**config.mk**
```make
export PLATFORM = sky130hd
export DESIGN_NAME = scba_ram
export DESIGN_NICKNAME = d
export VERILOG_FILES = /design/src/design/scba_ram.sv
export SDC_FILE = /design/constraint.sdc
export NUM_CORES = 1
export LEC_CHECK = 0
export BUFFER_PORTS_ARGS = -buffer_cell sky130_fd_sc_hd__buf_2
export CAP_MARGIN = 20
export CORE_MARGIN = 5
export CORE_UTILIZATION = 45
export CTS_CLUSTER_DIAMETER = 40
export DETAILED_ROUTE_END_ITERATION = 12
export PLACE_DENSITY = 0.64
export SETUP_SLACK_MARGIN = 0.15
export SYNTH_ARGS = -nofsm -noshare
export SYNTH_HDL_FRONTEND = slang
export SYNTH_SLANG_ARGS = --single-unit
```
**constraint.sdc**
```tcl
create_clock -name clk -period 2.1 [get_ports clk]
set_input_delay 0.315 -clock clk [delete_from_list [all_inputs] [get_ports clk]]
set_output_delay 0.315 -clock clk [all_outputs]
set_load 0.005 [all_outputs]
```
**src/design/scba_ram.sv**
```systemverilog
module scba_ram #(
  parameter int WIDTH = 8,
  parameter int DEPTH = 16
) (
  input  logic                     clk,
  input  logic                     we,
  input  logic [$clog2(DEPTH)-1:0] waddr,
  input  logic [WIDTH-1:0]         wdata,
  input  logic [$clog2(DEPTH)-1:0] raddr,
  output logic [WIDTH-1:0]         rdata
);

  logic [WIDTH-1:0] mem [DEPTH];

  always_ff @(posedge clk) begin
    if (we) begin
      mem[waddr] <= wdata;
    end
    rdata <= mem[raddr];
  end

endmodule

```
==> results of run 1 <==
synth_stat cells:
cell type / n / area, um^2
or3b_2: 1 / 8.76
dfxtp_1: 8 / 160
clkdlybuf4s25_2: 3 / 30.0
buf_4: 1 / 7.51
a22oi_1: 16 / 120
nor3_1: 4 / 20.0
and2b_1: 1 / 7.51
nand3b_1: 2 / 15.0
mux4_1: 14 / 368
nand2b_1: 2 / 12.5
edfxtp_1: 128 / 3840
mux4_2: 18 / 405
buf_2: 3 / 15.0
nor2b_1: 1 / 6.26
nand3_1: 1 / 5.00
and2_1: 1 / 6.26
nor2_1: 13 / 48.8
nand2_1: 9 / 33.8
buf_6: 3 / 33.8
worst min-delay path by stage:
stage / to / slack (ps) / cells past startpoint
after global placement: rdata[3] / 650 / 3
final: mem[1][2] / 300 / 1
after CTS: mem[7][5] / 290 / 1
after detailed placement: rdata[1] / 670 / 3
after floorplan: mem[0][0] / 410 / 0
after global routing: mem[0][2] / 290 / 1
layer usage:
metal,vias to the layer above,wire length (um)
li1,1084,-
met2,83,4870
met3,11,502
met4,0,153
met5,-,0
met1,1263,4330
report_power, final:
part | switching, mW | total, mW | internal (mW) | leakage, nW
registers | 0.0180 | 3.05 | 3.04 | 1.22
logic | 0.157 | 0.280 | 0.123 | 0.591
clock network | 1.05 | 3.03 | 1.98 | 0.285
total | 1.23 | 6.37 | 5.14 | 2.10
sequential cells by signal, summed over array words and instances (netlist names):
register / flops
mem: 128
rdata: 8
metrics by stage:
step	util [%]	power, mW	setup slack (ps)
after CTS	54.4	6.41	680
after global routing	54.4	6.57	656
after floorplan	-	3.26	292
final	54.4	6.37	710
after global placement	49.0	3.38	274
after detailed placement	49.0	3.39	256
logic make-up (layout without fill, tap and decap cells):
| logic type | count (synthesis) | after routing | synth area share [%] |
|---|---|---|---|
| and+or+nand+nor | 35 | 35 | 3.18 |
| AOI/OAI and AO/OA | 16 | 16 | 2.33 |
| buffers and inverters | 10 | 77 | 1.68 |
| DFF | 136 | 136 | 77.8 |
| muxes | 32 | 32 | 15.0 |
area by class of cell:
class	instances	area, um^2
Clock inverter	12	178
Tap cell	143	179
Timing Repair Buffer	46	308
Sequential cell	136	4000
Clock buffer	19	433
Multi-Input combinational cell	83	1060
Fill cell	880	5160
critical path: cells and delay by family:
family | cells | cell delay, ps
muxes | 1 | 590
buffers and inverters | 2 | 350
AOI/OAI and AO/OA | 1 | 320
and+or+nand+nor | 1 | 80
cell usage in the layout, fill, tap and decap left out, types with 4 or more instances in the layout:
cell          n
mux4_2       18
mux4_1       14
clkbuf_16    17
nor3_1        4
a22oi_1      16
bufinv_16     4
buf_4        19
buf_2        25
dfxtp_1       8
nand2_1       9
clkinvlp_4    4
edfxtp_1    128
nor2_1       13
==> impl_metrics.json, run 1 <==
{
  "run_status": "complete, no violations",
  "r2r_setup_slack_ps": 720,
  "grtUsageMet2_pct": 24.5,
  "drv_slew": 0,
  "core_area_um2": 11300,
  "globalRouteOverflowTotal": 0,
  "grt_pass1_wl_mm": 15.1,
  "finalCritPeriodShare_pct": 66.2,
  "crit_slowest_cell": "mux4_1",
  "crit_path_end": "rdata[4]",
  "crit_path_max_incr_delay_ps": 590,
  "synth_cell_types": 19,
  "clk_transition_reported_paths_ps": 60,
  "die_y_um": 117,
  "fp.dieArea_um2": 13700,
  "track_usage_pct": 15.7,
  "placed_cell_area_um2": 5550,
  "r2r_cells": 3,
  "cts_hold_buf": 0,
  "timing.fmax_ghz": 0.720,
  "post_cts_buffers": 0,
  "nets": 302,
  "worstPathRequired_ps": 2380,
  "antenna_found_initial": 0,
  "h-tree-depth": 4,
  "final_cell_area_um2": 6160,
  "path_max_fanout": 32,
  "setup_viol": 0,
  "ys.warnings.count": 0,
  "synth_area_per_cell_um2": 22.5,
  "tritoncts": "built",
  "design.portCount": 26,
  "r2r_start": "mem[5][1]",
  "synth-seq-cells": 136,
  "post_drt_via_cell_ratio": 5.56,
  "cts-resized-gates": 0,
  "cts_max_path_buffers": 2,
  "arrival_ps": 1670,
  "cts_made_buffers": 17,
  "drt_iter0_markers": 212,
  "fin_cells": 439,
  "end_kind": "register",
  "whs_ps": 297,
  "ys_seq_area_share_pct": 77.8,
  "r2r-end": "rdata[1]",
  "tightest_slew_ps": 492,
  "clk_latency_ps": 400,
  "grt_pass1_vias": 2554,
  "tns_ps": 0,
  "layout-drive-gt1-share_pct": 31.8,
  "initial_core_util_pct": 45.5,
  "wl_mm": 9.86,
  "avgRoutedWirePerCell_um": 22.5,
  "hold_class": "primary input to register",
  "grt_start_max_net_pins": 33,
  "dp_hpwl_mm": 6.26,
  "synthToLayoutAreaGrowth_pct": 19.6,
  "crit_path_cell_trace": "buf_2 -> buf_12 -> mux4_1 -> a22oi_1 -> nand2_1",
  "netlist_area_um2": 5150,
  "dr.pass1.iters": 4,
  "antenna_left": 0,
  "numClockSinks": 136,
  "leakage_nw": 2.10,
  "clock-root-buffer": "clkbuf_16",
  "skew_ps": 7.30,
  "rows": 39,
  "slew_headroom_pct": 67.1,
  "met1_usage_pct": 21.8,
  "min_from": "wdata[2]",
  "power_density_nw_per_um2": 1030,
  "die_x_um": 117,
  "numPortBuffers": 25,
  "synthesis.nets": 247,
  "grt_util_met3_pct": 3.86,
  "vdd_drop_max_v": 0.000584,
  "rsz0062_at_grt": "no",
  "grt.busiest_layer": "met2",
  "placed_cells": 408,
  "vias": 2441,
  "diodes": 0,
  "crit_type": "primary input to register",
  "crit_path_start_kind": "primary input",
  "maxCapViolCount": 0,
  "drt_drc_violations_left": 0,
  "syn_inst": 229,
  "finalHoldViolCount": 0,
  "routabilityCongestion": 0.697,
  "worstSetupStartpoint": "raddr[0]",
  "period_needed_ps": 1390
}
Note: power is estimated with default switching activity, not from simulation.
==> run 2: changes to the inputs <==
--- a/config.mk
+++ b/config.mk
@@ -11,7 +11,7 @@
 export CORE_UTILIZATION = 45
 export CTS_CLUSTER_DIAMETER = 40
 export DETAILED_ROUTE_END_ITERATION = 12
-export PLACE_DENSITY = 0.64
+export PLACE_DENSITY = 0.66
 export SETUP_SLACK_MARGIN = 0.15
 export SYNTH_ARGS = -nofsm -noshare
 export SYNTH_HDL_FRONTEND = slang
==> constraint.sdc (replaced) <==
create_clock -name clk -period 1.2 [get_ports clk]
set_input_delay 0.18 -clock clk [delete_from_list [all_inputs] [get_ports clk]]
set_output_delay 0.18 -clock clk [all_outputs]
set_load 0.005 [all_outputs]
==> run 2 against run 1 <==
The run now ends with negative setup slack left. Hold slack got worse by 140 ps. Global-route usage is 0.15 points higher. Critical path depth decreased by 2. Wire length is 1.5% lower. Die area stayed put. Sequential power increased by 75%. Highest routed layer unchanged.
==> impl_metrics.json, run 2 (synthesis gave the netlist of run 1 again) <==
{
  "run_status": "finished, violations left",
  "violations": "negative setup slack",
  "period_needed_ps": 1300,
  "place_ws_ps": -410,
  "arrival_ps": 1570,
  "clock-root-buffer": "clkbuf_16",
  "core_area_um2": 11300,
  "setup_viol": 8,
  "layout-drive-gt1-share_pct": 48.1,
  "finalCritPeriodShare_pct": 108,
  "timing.fmax_ghz": 0.770,
  "post_drt_via_cell_ratio": 5.49,
  "crit_path_start_kind": "register",
  "skew_ps": 22.3,
  "largestRegisters": "mem: 128 flops, rdata: 8 flops",
  "cts_max_path_buffers": 2,
  "wl_mm": 9.71,
  "nets": 315,
  "rows": 39,
  "slew_headroom_pct": 38.4,
  "globalRouteOverflowTotal": 0,
  "design.portCount": 26,
  "dp_hpwl_mm": 6.32,
  "synthToLayoutAreaGrowth_pct": 26.9,
  "fin_util_pct": 57.7,
  "track_usage_pct": 15.9,
  "antenna_found_initial": 0,
  "drt_drc_violations_left": 0,
  "final_cell_area_um2": 6530,
  "fill_cells": 819,
  "worstSetupStartpoint": "mem[2][0]",
  "clk_transition_reported_paths_ps": 60,
  "crit_type": "register to register",
  "fp.dieArea_um2": 13700,
  "h-tree-depth": 4,
  "avgRoutedWirePerCell_um": 21.4,
  "grt_pass1_vias": 2655,
  "grt_start_max_net_pins": 17,
  "numClockSinks": 136,
  "tns_ps": -395,
  "crit_buf_inv": 0,
  "clk_latency_ps": 410,
  "cts_made_buffers": 17,
  "die_y_um": 117,
  "layout_setup_ws_ps": -98.7,
  "top_register": "mem",
  "hold_class": "primary input to register",
  "largest_reg_flops": 128,
  "min_from": "wdata[6]",
  "initial_core_util_pct": 45.5,
  "end_kind": "register",
  "grt_pass1_wl_mm": 15.2,
  "tightest_slew_ps": 921,
  "cts_hold_buf": 0,
  "crit_path_cell_trace": "mux4_2 -> a22oi_2 -> nand2_1",
  "vdd_drop_max_v": 0.00114,
  "final_cell_mix": "edfxtp_1 (128), mux4_2 (32), buf_2 (23)",
  "fin_cells": 453,
  "diodes": 0,
  "worstPathRequired_ps": 1470,
  "drv_slew": 0,
  "placed_cell_area_um2": 5850,
  "antenna_left": 0,
  "crit_family": "multiplexers",
  "rsz0062_at_grt": "yes",
  "whs_ps": 156,
  "total_power_mw": 11.3,
  "placed_cells": 421,
  "routabilityCongestion": 0.732,
  "dr.pass1.iters": 4,
  "die_x_um": 117,
  "finalHoldViolCount": 0,
  "path_max_fanout": 1,
  "leakage_nw": 2.18,
  "numPortBuffers": 25,
  "drt_iter0_markers": 200,
  "maxCapViolCount": 0,
  "power_density_nw_per_um2": 1730,
  "tritoncts": "built",
  "final_common_cell": "edfxtp_1",
  "r2r_start": "mem[2][0]",
  "crit_slowest_cell": "mux4_2",
  "vias": 2485,
  "crit_path_max_incr_delay_ps": 490
}
-- run 2: changes by cell type in the layout (fill, tap and decap cells not counted), moves of 8 or more --
| cell | before | now |
|---|---|---|
| nor2_1 | 13 | 2 |
| nor2_2 | 0 | 8 |
| a22oi_2 | 0 | 8 |
| buf_12 | 2 | 15 |
| mux4_1 | 14 | 0 |
| a22oi_1 | 16 | 8 |
| mux4_2 | 18 | 32 |
-- run 2: repair_timing --
action | 4_1_cts | 5_1_grt
setup endpoints to repair | 11 | 19
pin swaps | 3 | 3
resized for setup | 12 | 5
setup buffers | 0 | 0
hold endpoints to repair | 0 | 0
gates cloned | 0 | 0
-- run 2: worst paths after layout --
path	to	slack, ps	cells after the start
setup / recovery	rdata[0]	-100	3
hold / removal	mem[6][6]	160	1
setup reg to reg	rdata[0]	-100	3
hold reg to reg	rdata[4]	680	3
-- run 2: area by class of cell --
cell class	count	area [um^2]	share of cell area (%)
Multi-Input combinational cell	83	1130	17.4
Timing Repair Buffer	59	581	8.89
Clock buffer	18	429	6.57
Sequential cell	136	4010	61.4
Tap cell	143	179	2.74
Clock inverter	14	196	3.01
-- run 2: report_power, final --
part	internal (mW)	switching [mW]
logic	0.289	0.315
clock network	3.50	1.87
registers	5.32	0.0362
-- run 2: routing by layer --
metal / part of all wire (%) / vias to the layer above / GRT usage (%)
li1: - / 1099 / -
met1: 40 / 1289 / 21.6
met2: 51 / 87 / 24.4
met3: 7.0 / 10 / 4.63
met4: 2.0 / 0 / 6.19
met5: 0 / - / 0
